==> config.mk <==
export PLATFORM = sky130hd
export DESIGN_NAME = char_lcd_write_with_cursor_wrap
export DESIGN_NICKNAME = d
export VERILOG_FILES = /design/src/hw/rtl/lcdw_pkg.sv /design/src/hw/rtl/char_lcd_write_with_cursor_wrap.sv /design/src/hw/rtl/lcdw_front.sv /design/src/hw/rtl/lcdw_queue.sv /design/src/hw/rtl/lcdw_back.sv
export SDC_FILE = /design/constraint.sdc
export NUM_CORES = 1
export LEC_CHECK = 0
export ABC_AREA = 1
export BUFFER_PORTS_ARGS = -buffer_cell sky130_fd_sc_hd__buf_2
export CORE_MARGIN = 1
export CORE_UTILIZATION = 30
export DETAILED_ROUTE_END_ITERATION = 12
export SKIP_CTS_REPAIR_TIMING = 1
export SLEW_MARGIN = 20
export SYNTH_ARGS = -nofsm -noshare
export SYNTH_HDL_FRONTEND = slang
export SYNTH_SLANG_ARGS = --single-unit
==> constraint.sdc <==
create_clock -name clk -period 2.1 [get_ports clk]
set_clock_uncertainty 0.15 [all_clocks]
set_input_delay 0 -clock clk [delete_from_list [all_inputs] [get_ports clk]]
set_output_delay 0 -clock clk [all_outputs]
set_load 0.02 [all_outputs]
==> src/hw/rtl/lcdw_pkg.sv <==
// ----------------------------------------------------------------------------
// lcdw_pkg
// Types and constants shared by the character display write encoder.
// ----------------------------------------------------------------------------
`default_nettype none

package lcdw_pkg;

  // display width in characters
  localparam int COLUMNS = 16;

  // cursor column holds go-to targets up to 63 and print positions up to COLUMNS
  localparam int CURSOR_W = 6;
  localparam logic [CURSOR_W-1:0] COLUMNS_C = CURSOR_W'(COLUMNS);

  // request queue between front and back
  localparam int QUEUE_DEPTH = 2;
  localparam int QPTR_W      = (QUEUE_DEPTH > 1) ? $clog2(QUEUE_DEPTH) : 1;
  localparam int QCNT_W      = $clog2(QUEUE_DEPTH + 1);

  localparam logic [7:0] CMD_SET_ADDR  = 8'h80;
  localparam logic [7:0] CMD_LINE1_OFS = 8'h40;
  localparam logic [7:0] CMD_CLEAR     = 8'h01;
  localparam logic [7:0] NIBBLE_MASK   = 8'hF0;

  localparam logic RS_COMMAND = 1'b0;
  localparam logic RS_DATA    = 1'b1;

  typedef enum logic [1:0] {
    OP_PRINT = 2'd0,
    OP_RAW   = 2'd1,
    OP_GOTO  = 2'd2,
    OP_CLEAR = 2'd3
  } op_t;

  typedef struct packed {
    op_t         op;
    logic [7:0]  value;
    logic [5:0]  column;
    logic        row;
  } req_t;

  typedef struct packed {
    logic [7:0]  bus_value;
    logic        reg_select;
    logic        last;
  } wr_t;

  // one classified request: optional wrap command, then the main byte
  typedef struct packed {
    logic        has_pre;
    logic [7:0]  pre_byte;
    logic [7:0]  main_byte;
    logic        main_rs;
  } entry_t;

  typedef struct packed {
    logic        full;
    logic        empty;
  } qstat_t;

endpackage

`default_nettype wire

==> src/hw/rtl/char_lcd_write_with_cursor_wrap.sv <==
// ----------------------------------------------------------------------------
// char_lcd_write_with_cursor_wrap
// Turns display requests into register-select tagged bus writes.
//
//   channel  dir  handshake             payload
//   req      in   req_valid/req_stall   lcdw_pkg::req_t (op, value, column, row)
//   wr       out  wr_valid/wr_stall     lcdw_pkg::wr_t (bus_value, reg_select, last)
//   cfg      in   cfg_we                cfg_data (bus_mode)
//
// One bus write leaves per cycle from the back sequencer while the queue is not
// empty and the output is not stalled; a request takes 1 to 4 writes: 1 per byte
// in eight-bit mode, 2 per byte in four-bit mode, plus one byte for a wrapping
// print. The front classifies a request in the cycle it is accepted and queues
// it two deep; a stalled output holds the sequencer and later the queue.
// Synchronous reset clears cursor, queue, output valid; bus_mode to eight-bit.
// ----------------------------------------------------------------------------
`default_nettype none

module char_lcd_write_with_cursor_wrap (
  input  wire logic            clk,
  input  wire logic            rst,
  input  wire logic            req_valid,
  output logic                 req_stall,
  input  wire lcdw_pkg::req_t  req,
  output logic                 wr_valid,
  input  wire logic            wr_stall,
  output lcdw_pkg::wr_t        wr,
  input  wire logic            cfg_we,
  input  wire logic            cfg_data
);

  logic              bus_mode;
  logic              push;
  logic              pop;
  lcdw_pkg::entry_t  push_entry;
  lcdw_pkg::entry_t  head;
  lcdw_pkg::qstat_t  qstat;

  always_ff @(posedge clk) begin
    if (rst) begin
      bus_mode <= 1'b0;
    end else if (cfg_we) begin
      bus_mode <= cfg_data;
    end
  end

  lcdw_front u_front (
    .clk        (clk),
    .rst        (rst),
    .req_valid  (req_valid),
    .req_stall  (req_stall),
    .req        (req),
    .push       (push),
    .push_entry (push_entry),
    .qstat      (qstat)
  );

  lcdw_queue u_queue (
    .clk        (clk),
    .rst        (rst),
    .push       (push),
    .push_entry (push_entry),
    .pop        (pop),
    .head       (head),
    .qstat      (qstat)
  );

  lcdw_back u_back (
    .clk      (clk),
    .rst      (rst),
    .bus_mode (bus_mode),
    .head     (head),
    .qstat    (qstat),
    .pop      (pop),
    .wr_valid (wr_valid),
    .wr_stall (wr_stall),
    .wr       (wr)
  );

`ifndef ASSERT_OFF
  a_qstat_sane: assert property (@(posedge clk) disable iff (rst)
    !(qstat.full && qstat.empty))
    else $error("queue reports full and empty");

  a_pop_nonempty: assert property (@(posedge clk) disable iff (rst)
    pop |-> !qstat.empty)
    else $error("pop from empty queue");

  a_nibble_low_zero: assert property (@(posedge clk) disable iff (rst)
    (bus_mode && wr_valid) |-> (wr.bus_value[3:0] == 4'b0000))
    else $error("four-bit write carries low nibble bits");
`endif

endmodule

`default_nettype wire

==> src/hw/rtl/lcdw_front.sv <==
// ----------------------------------------------------------------------------
// lcdw_front
// Accepts requests, tracks the cursor and turns each request into an entry.
// ----------------------------------------------------------------------------
`default_nettype none

module lcdw_front (
  input  wire logic            clk,
  input  wire logic            rst,
  input  wire logic            req_valid,
  output logic                 req_stall,
  input  wire lcdw_pkg::req_t  req,
  output logic                 push,
  output lcdw_pkg::entry_t     push_entry,
  input  wire lcdw_pkg::qstat_t qstat
);

  logic [lcdw_pkg::CURSOR_W-1:0] cursor_column, cursor_column_next;
  logic                          cursor_row, cursor_row_next;
  logic                          wrap;

  assign req_stall = qstat.full;
  assign push      = req_valid && !qstat.full;
  assign wrap      = cursor_column >= lcdw_pkg::COLUMNS_C;

  always_comb begin
    push_entry         = '0;
    cursor_column_next = cursor_column;
    cursor_row_next    = cursor_row;
    unique case (req.op)
      lcdw_pkg::OP_PRINT: begin
        push_entry.has_pre   = wrap;
        // wrap moves to column 0 of the other line
        push_entry.pre_byte  = cursor_row ? lcdw_pkg::CMD_SET_ADDR
                                          : (lcdw_pkg::CMD_SET_ADDR | lcdw_pkg::CMD_LINE1_OFS);
        push_entry.main_byte = req.value;
        push_entry.main_rs   = lcdw_pkg::RS_DATA;
        if (wrap) begin
          cursor_column_next = lcdw_pkg::CURSOR_W'(1);
          cursor_row_next    = !cursor_row;
        end else begin
          cursor_column_next = cursor_column + lcdw_pkg::CURSOR_W'(1);
        end
      end
      lcdw_pkg::OP_RAW: begin
        push_entry.main_byte = req.value;
        push_entry.main_rs   = lcdw_pkg::RS_COMMAND;
      end
      lcdw_pkg::OP_GOTO: begin
        push_entry.main_byte = {1'b1, req.row, req.column};
        push_entry.main_rs   = lcdw_pkg::RS_COMMAND;
        cursor_column_next   = lcdw_pkg::CURSOR_W'(req.column);
        cursor_row_next      = req.row;
      end
      lcdw_pkg::OP_CLEAR: begin
        push_entry.main_byte = lcdw_pkg::CMD_CLEAR;
        push_entry.main_rs   = lcdw_pkg::RS_COMMAND;
        cursor_column_next   = '0;
        cursor_row_next      = 1'b0;
      end
      default: begin
        push_entry = '0;
      end
    endcase
  end

  always_ff @(posedge clk) begin
    if (rst) begin
      cursor_column <= '0;
      cursor_row    <= 1'b0;
    end else if (push) begin
      cursor_column <= cursor_column_next;
      cursor_row    <= cursor_row_next;
    end
  end

endmodule

`default_nettype wire

==> src/hw/rtl/lcdw_queue.sv <==
// ----------------------------------------------------------------------------
// lcdw_queue
// Short first-in first-out queue of classified entries.
// ----------------------------------------------------------------------------
`default_nettype none

module lcdw_queue (
  input  wire logic             clk,
  input  wire logic             rst,
  input  wire logic             push,
  input  wire lcdw_pkg::entry_t push_entry,
  input  wire logic             pop,
  output lcdw_pkg::entry_t      head,
  output lcdw_pkg::qstat_t      qstat
);

  lcdw_pkg::entry_t                slots [lcdw_pkg::QUEUE_DEPTH];
  logic [lcdw_pkg::QPTR_W-1:0]     wr_ptr, rd_ptr;
  logic [lcdw_pkg::QCNT_W-1:0]     count;

  assign qstat.full  = count == lcdw_pkg::QCNT_W'(lcdw_pkg::QUEUE_DEPTH);
  assign qstat.empty = count == '0;
  assign head        = slots[rd_ptr];

  function automatic logic [lcdw_pkg::QPTR_W-1:0] bump(input logic [lcdw_pkg::QPTR_W-1:0] p);
    if (p == lcdw_pkg::QPTR_W'(lcdw_pkg::QUEUE_DEPTH - 1)) begin
      return '0;
    end
    return p + lcdw_pkg::QPTR_W'(1);
  endfunction

  always_ff @(posedge clk) begin
    if (push) begin
      slots[wr_ptr] <= push_entry;
    end
  end

  always_ff @(posedge clk) begin
    if (rst) begin
      wr_ptr <= '0;
      rd_ptr <= '0;
      count  <= '0;
    end else begin
      if (push) begin
        wr_ptr <= bump(wr_ptr);
      end
      if (pop) begin
        rd_ptr <= bump(rd_ptr);
      end
      if (push && !pop) begin
        count <= count + lcdw_pkg::QCNT_W'(1);
      end else if (pop && !push) begin
        count <= count - lcdw_pkg::QCNT_W'(1);
      end
    end
  end

endmodule

`default_nettype wire

==> src/hw/rtl/lcdw_back.sv <==
// ----------------------------------------------------------------------------
// lcdw_back
// Sequences the bus writes of the head entry into the output register.
// ----------------------------------------------------------------------------
`default_nettype none

module lcdw_back (
  input  wire logic             clk,
  input  wire logic             rst,
  input  wire logic             bus_mode,
  input  wire lcdw_pkg::entry_t head,
  input  wire lcdw_pkg::qstat_t qstat,
  output logic                  pop,
  output logic                  wr_valid,
  input  wire logic             wr_stall,
  output lcdw_pkg::wr_t         wr
);

  logic        pre_done;
  logic        low_half;
  logic        on_pre;
  logic        load;
  logic [7:0]  cur_byte;
  lcdw_pkg::wr_t next_wr;

  assign on_pre   = head.has_pre && !pre_done;
  assign cur_byte = on_pre ? head.pre_byte : head.main_byte;
  assign load     = !qstat.empty && (!wr_valid || !wr_stall);

  always_comb begin
    next_wr.reg_select = on_pre ? lcdw_pkg::RS_COMMAND : head.main_rs;
    if (!bus_mode) begin
      next_wr.bus_value = cur_byte;
    end else if (low_half) begin
      next_wr.bus_value = {cur_byte[3:0], 4'b0000};
    end else begin
      next_wr.bus_value = cur_byte & lcdw_pkg::NIBBLE_MASK;
    end
    next_wr.last = !on_pre && (!bus_mode || low_half);
  end

  assign pop = load && next_wr.last;

  always_ff @(posedge clk) begin
    if (load) begin
      wr <= next_wr;
    end
  end

  always_ff @(posedge clk) begin
    if (rst) begin
      wr_valid <= 1'b0;
      pre_done <= 1'b0;
      low_half <= 1'b0;
    end else begin
      if (load) begin
        wr_valid <= 1'b1;
        if (next_wr.last) begin
          pre_done <= 1'b0;
          low_half <= 1'b0;
        end else if (bus_mode && !low_half) begin
          low_half <= 1'b1;
        end else begin
          // wrap command finished, main byte next
          pre_done <= 1'b1;
          low_half <= 1'b0;
        end
      end else if (!wr_stall) begin
        wr_valid <= 1'b0;
      end
    end
  end

endmodule

`default_nettype wire
==> results.txt, run 1 <==
The worst setup path is of the input pin to flip-flop kind. The number of antenna diodes in the final layout is 0. The maximum single-stage delay on the critical path is 0.59 ns. The filler cells instantiated in the layout total 767. The instance count of the mapped netlist came out at 239. Summed over all layers, the routed wires come to 4.38 mm. The worst relative slew slack is 73.0%. The count of H-tree levels built during CTS came out at 2. After global routing the overflow that remains totals 0. The clock sink total came out at 50.

The number of remaining DRC errors is 0. For this run, the number of Yosys warnings is 0. The sequential element share of the synthesized area is 60.1%.

When the netlist entered floorplanning its net count stood at 264. The number of buffers and inverters on the critical path came out at 6. The unique cell type count in the Yosys netlist came out at 26. The largest fanout on the critical path came out at 9. The clock buffer count from CTS is 5. The post-synthesis register bit count came out at 50. The shortest period the worst path allows came out at 1.92 ns. The pin slew with the least headroom to its limit came out at 0.402 ns. The count of nets after finishing came out at 333.

The register clock-pin slew on the reported worst setup and hold paths is 0.09 ns. The port buffer count came out at 34. The worst setup path is launched from an input pin.

The final setup violation count is 0. The weighted congestion reported at the end of routability-driven placement is 0.810. The final antenna-violating net count is 0.

The post-route setup TNS came out at 0 ns. The tree is rooted in a clkbuf_8. Setup repair after global routing left no endpoint under its margin. The hold violation total from the final report is 0. The worst supply voltage drop on vdd is 0.000318 V. Summed over all nets, the half-perimeter wirelength after detailed placement is 3.20 mm. The synthesized area per cell is 9.34 um^2. The number of global-route vias before repair is 1477.

Global routing used 11.9% of the available tracks. Among all stages on the critical path, the largest delay is contributed by dlygate4sd3_1. For this block, the via count after detailed routing is 1744. The area of the die is 0.00779 mm^2. The detailed router finished its first iteration with 46 violations.

The max-cap check violation count came out at 0. The signal arrival time at the worst endpoint is 1.83 ns. The share of the cycle needed by the critical path after routing came out at 91.2%. Static timing analysis puts the maximum clock frequency at 0.522 GHz. The required time at the endpoint of the critical path came out at 2.02 ns. The largest total area in the synthesized netlist belongs to edfxtp_1. The buffer depth of the longest clock path came out at 2. The area of the core came out at 0.00721 mm^2.

The clock latency reported for the late side of the worst-skew pair came out at 0.31 ns. The leakage power of the design came out at 0.00128 uW. The tightest min-delay check is of the input pin to flip-flop type. The number of optimization iterations in the first detailed-route pass came out at 5. The total number of placement rows is 31. The fraction of layout instances using a drive strength above 1 is 19.7%.

The endpoint class of the critical path is a flip-flop. The initial core utilization came out at 31.0%. The CTS tree is built. The flow ran to the end, and the final reports show no timing, DRC or antenna violations. The tightest hold path in the finished design has a slack of 0.0214 ns. The multi-input combinational cells in the finished layout cover a total of 769 um^2.

The cell family contributing the most delay on the critical path is buffers and inverters. The first-pass GRT wire length came out at 6.95 mm. The number of pins with negative max-slew slack in the final report came out at 0. Pin placement for this block handled 35 I/O pins. Yosys attributes the largest share of cell area to edfxtp_1, dfxtp_1, nand2_1, nor2_1, inv_1.

After synthesis, the largest area contributor takes up 45.7% of total cell area. The die height is 88.3 um. Entering global routing, the biggest net connects 17 pins. The layout overhead on the synthesized area is 29.7%. The initial antenna violation count was 0. The cell area after synthesis came out at 0.00223 mm^2. Traced cell by cell, the critical path runs through dlygate4sd3_1 -> buf_2 -> inv_4 -> nor2_8 -> inv_4 -> o22ai_1 -> dlygate4sd3_1 -> inv_1.

The average wire length per cell after detail routing is 10.7 um. In the routed layout, each cell is associated on average with a via count of 4.27. The register cell area after layout came out at 0.00134 mm^2. Power spread over the standard cell area amounts to 1120 mW/mm^2.

The die is 88.3 um wide.
## worst paths after layout
path         cells past startpoint  slack (ns)                  from                  endpoint
max                              8        0.18               req[16]       u_queue.slots[0][1]
min                              6        0.02             req_valid  u_front.cursor_column[2]
max reg2reg                      9        0.33  u_queue.slots[0][17]          u_queue.count[1]
min reg2reg                      2        0.33       u_back.pre_done           u_back.pre_done
## worst reg2reg max path: stages, from the launching register on
cell and delay (ns):
edfxtp_1 0.37, nor2_1 0.15, nor2_1 0.07, nand2_2 0.15
nand2_2 0.11, ha_1 0.28, inv_1 0.09, nand3_1 0.10
o21ai_0 0.14, a21oi_1 0.05
## cell usage after synthesis (all sizes together)
library cell	n
a21boi	2
nand3	12
clkbuf	1
clkinv	1
a21oi	15
nor3	1
inv	27
o21ai	12
o22ai	1
edfxtp	34
dfxtp	16
ha	2
nand4	1
mux2i	2
nand2	72
nor2	39
buf	1
## sequential cells by signal (all words and copies together) (netlist names), 2 cells and up, named ones only
name / count
u_queue.count: 2
u_back.wr: 10
u_front.cursor_column: 6
u_queue.slots: 24
## cell families after synthesis
kind of cell,synth area share (%)
multiplexers,0.896
AO/OA/AOI/OAI,7.34
buffers and inverters,5.49
AND/OR/NAND/NOR,25.1
adder cells (fa/ha/maj),1.12
flip-flops,60.1
## cell type report
cell class | instances | area share, %
sequential | 50 | 46.3
clock buffer | 5 | 2.37
clock inverter | 3 | 0.734
multi-input combinational | 159 | 26.6
inverter | 28 | 3.80
tap | 99 | 4.27
timing repair buffer | 64 | 16.0
## power by group
group          total [uW]  leakage, uW  internal [uW]  switching (uW)
clock network         556    0.0000458            235             321
registers            1490     0.000457           1390             104
logic                1180     0.000776            404             780
## per-layer routing
metal	routed length, um	GRT usage (%)	vias up	part of all wire, %
li1	-	-	920	-
met1	2060	15.4	773	47
met2	2030	18.6	44	46
met3	219	3.73	7	5.0
met4	68	4.84	0	1.6
met5	0	0	-	0
## placed cells by master (no fill, tap or decap), drive strengths merged
cell type	Yosys	layout
a21boi	2	2
a21oi	15	15
buf	1	37
clkbuf	1	5
clkinv	1	4
dfxtp	16	16
dlygate4sd3	0	27
edfxtp	34	34
ha	2	2
inv	27	27
mux2i	2	2
nand2	72	72
nand3	12	12
nand4	1	1
nor2	39	39
nor3	1	1
o21ai	12	12
o22ai	1	1
## stage by stage
step / std cells / cell area [um^2] / power, uW / utilization [%] / worst slack, ns
2_1_floorplan: 239 / 2230 / 2340 / - / 0.400
4_1_cts: 381 / 2630 / 3210 / 36.4 / 0.329
6_report: 408 / 2900 / 3230 / 40.2 / 0.185
3_3_place_gp: 373 / 2540 / 2640 / 35.2 / 0.404
3_5_place_dp: 373 / 2540 / 2660 / 35.2 / 0.356
5_1_grt: 408 / 2900 / 3480 / 40.2 / 0.131
No activity file was read; power rests on OpenSTA's default activity.
==> inputs of run 2 (changes only) <==
CORE_UTILIZATION = 45   (was 30)
SYNTH_HIERARCHICAL = 1   (was default)
==> results.txt, run 2 <==
The number of flip-flops in the largest register is 36 (+50%). The instance count of the mapped netlist is 293 (+23%). The signal arrival time at the worst endpoint came out at 2.05 ns (+0.22 ns). The register clock-pin slew on the reported worst setup and hold paths was 0.06 ns (-0.03 ns).

The share of synthesized registers carrying an async set or reset is 0% (unchanged). The weighted congestion reported at the end of routability-driven placement is 0.810 (about the same). The diode insertion count for antenna repair is 0 (unchanged). The number of remaining DRC errors came out at 0 (unchanged).

The run finished with clean final reports. The library cells used most frequently in the layout, excluding fill and tap cells, are nand2_1, edfxtp_1, inv_1, nor2_1, buf_2. The kind of launch point of the worst setup path is a flip-flop.

The number of optimization iterations in the first detailed-route pass is 4 (-1). By startpoint and endpoint, the worst setup path is classified as flip-flop to flip-flop. The total cell area at the placement stage came out at 0.00318 mm^2 (+25%).

In the post-synthesis netlist, the cell with the most instances is nand2_1. The die extent in x came out at 83.2 um (-5.8%). The worst-case hold slack came out at 0.0205 ns (-0.000875 ns).

The total global routing track utilization was 16.1% (+4.1 points). The largest registers in the layout are u_queue/slots x36, u_back/wr x10, u_front/cursor_column x6. The total of fill cells in the finished design came out at 565 (-26%).

The post-route setup TNS is 0 ns (unchanged). In this run the critical register-to-register path is launched from u_queue/count[1]. The initial antenna violation count came out at 0 (unchanged). The shortest period the worst path allows is 1.93 ns (+0.0109 ns). The worst register-to-register path ends at u_front/cursor_column[5]. The wire length after detailed routing came out at 5.05 mm (+15%).

The detailed-placement wirelength estimate was 3.41 mm (+6.4%). The synthesized area per cell came out at 10.1 um^2 (+8.3%). The largest fanout on the critical path came out at 6 (-3). Among all flip-flop cells after synthesis, the most frequent one is edfxtp_1. The layout overhead on the synthesized area is 22.2%.

The unique cell type count in the Yosys netlist came out at 30 (+15%). The port buffer count came out at 34 (unchanged). The cell type contributing the most total cell area after synthesis is edfxtp_1. The clock buffer count from CTS is 9 (+4). The remaining global-route overflow is 0 (unchanged). The maximum operating frequency is 0.519 GHz (-0.57%). Setup repair after global routing left no endpoint under its margin. The number of synthesized flops with an enable pin came out at 46 (+35%). The area of the core is 0.00635 mm^2 (-12%). The maximum number of pins on one net before global-route repair came to 20 (+3).

The worst supply voltage drop on vdd came to 0.000618 V (+95%). The cell area after layout was 0.00362 mm^2 (+25%). The initial core utilization came out at 46.7% (+16 points). The number of vias in the routed layout came out at 2017 (+16%). The average wire length per cell after detail routing is 11.4 um (+5.8%). STA classifies the critical path endpoint as a flip-flop. More flip-flops sit in one register than any other, and that register is u_queue/slots. The cell area after synthesis is 0.00296 mm^2 (+33%). The share of the cycle needed by the critical path after routing is 91.7% (+0.52 points). The clock sink total came out at 62 (+24%). The die height came to 83.2 um (-5.8%). The power per cell area came out at 1090 mW/mm^2 (-2.2%). The fraction of post-synthesis cell area in the top cell type by area was 46.6% (+0.89 points).

The final antenna-violating net count is 0 (unchanged). The instance count along the most critical hold path is 6 (unchanged). The number of warnings reported in the yosys synthesis log came out at 6 (+6).

For hold timing, the worst endpoint is u_front/cursor_column[2]. The count of nets after finishing is 388 (+17%). The reg2reg setup slack is 0.17 ns (-0.16 ns). The library cell used as clock root buffer is clkbuf_8. The final cell count without fillers is 445 (+9.1%).

TritonCTS built the clock tree. The worst-case reg-to-reg path depth came to 9 (unchanged). The max-cap check violation count is 0 (unchanged). The total power is 3950 uW (+22%). The final setup violation count is 0 (unchanged).

The total number of placement rows came out at 29 (-6.5%). The detail-routed via count per cell is 4.53 (+6.0%). The post-placement cell count came out at 402 (+7.8%).

The sequential element share of the synthesized area is 57.4% (-2.6 points). The buffer depth of the longest clock path is 2 (unchanged). The first-pass GRT wire length came out at 8.47 mm (+22%). The number of global-route vias before repair is 1855 (+26%).

After synthesis, the cell types taking the most area are edfxtp_1, dfxtp_1, nand2_1, inv_1, mux2_4. The initial DRC count was 77 (+67%). The required time at the endpoint of the critical path is 2.23 ns (+0.21 ns).

The post-synthesis register bit count is 62 (+24%). The number of pins with negative max-slew slack in the final report is 0 (unchanged). Ranked by instance count, the synthesized netlist is headed by nand2_1, edfxtp_1, inv_1, nor2_1, dfxtp_1. The clock latency reported for the late side of the worst-skew pair came to 0.33 ns (+0.02 ns). The fraction of layout instances using a drive strength above 1 came to 24.7% (+5.0 points). The library cell used most frequently in the layout, excluding fill and tap cells, is nand2_1. The startpoint identified for the worst hold timing path is req_valid. The area of the die is 0.00692 mm^2 (-11%). The number of top-level pins is 35 (unchanged).

The path class of the tightest hold or removal check is input pin to flip-flop. The count of H-tree levels built during CTS is 3 (+1). The hold violation total from the final report is 0 (unchanged). The leakage power of the design came out at 0.00167 uW (+30%).
[run 2: worst max-delay path by stage]
stage,from,end,slack [ns]
2_1_floorplan,u_queue/count[1],u_queue/slots[0][0],0.04
3_3_place_gp,flip-flop,u_queue/count[1],0.18
3_5_place_dp,flip-flop,u_queue/count[1],0.12
4_1_cts,flip-flop,u_queue/count[1],0.1
5_1_grt,u_queue/count[1],u_front/cursor_column[5],0.01
6_report,u_queue/count[1],u_front/cursor_column[5],0.17
[run 2: area by class of cell]
type,count,area [um^2],share of cell area [%]
inverter,51,199,5.49
multi-input combinational,175,998,27.6
clock inverter,3,13.8,0.380
timing repair buffer,64,463,12.8
sequential,62,1700,47.0
clock buffer,13,149,4.11
tap,77,96.3,2.66
[run 2: critical path, cell delays in order, from the launching register on]
cell and delay [ns]:
dfxtp_1 0.35, inv_1 0.07, nor2_1 0.15, inv_1 0.07
nand2_2 0.12, inv_1 0.13, nand2_1 0.13, nand2_1 0.06
a21oi_1 0.11, dlygate4sd3_1 0.55
[run 2: kinds of logic (layout without fill, tap and decap cells)]
kind of cell	Yosys count	count (layout)	synth area share, %
XOR/XNOR	1	1	0.296
multiplexers	18	18	8.10
flip-flops	62	62	57.4
other	1	6	0.127
AO/OA/AOI/OAI	19	19	3.55
adder cells (fa/ha/maj)	2	2	0.844
buffers and inverters	61	131	9.92
AND/OR/NAND/NOR	129	129	19.8
[run 2: power by group]
group | total (uW) | internal, uW | leakage (uW) | switching, uW
Sequential | 1780 | 1670 | 0.000568 | 106
Clock | 872 | 453 | 0.0000848 | 418
Combinational | 1300 | 512 | 0.00102 | 789
Total | 3950 | 2640 | 0.00167 | 1310
[run 2: stage by stage]
| step | util, % | setup WS [ns] |
|---|---|---|
| after floorplan | - | 0.0427 |
| after global placement | 50.0 | 0.184 |
| after detailed placement | 50.0 | 0.116 |
| after CTS | 52.6 | 0.0991 |
| after global routing | 57.0 | 0.00973 |
| final | 57.0 | 0.174 |
[run 2: per-layer routing]
metal	GRT usage [%]	share of wire (%)
met4	7.52	1.7
met2	24.6	48
met1	20.1	46
met5	0	0
met3	6.06	3.8
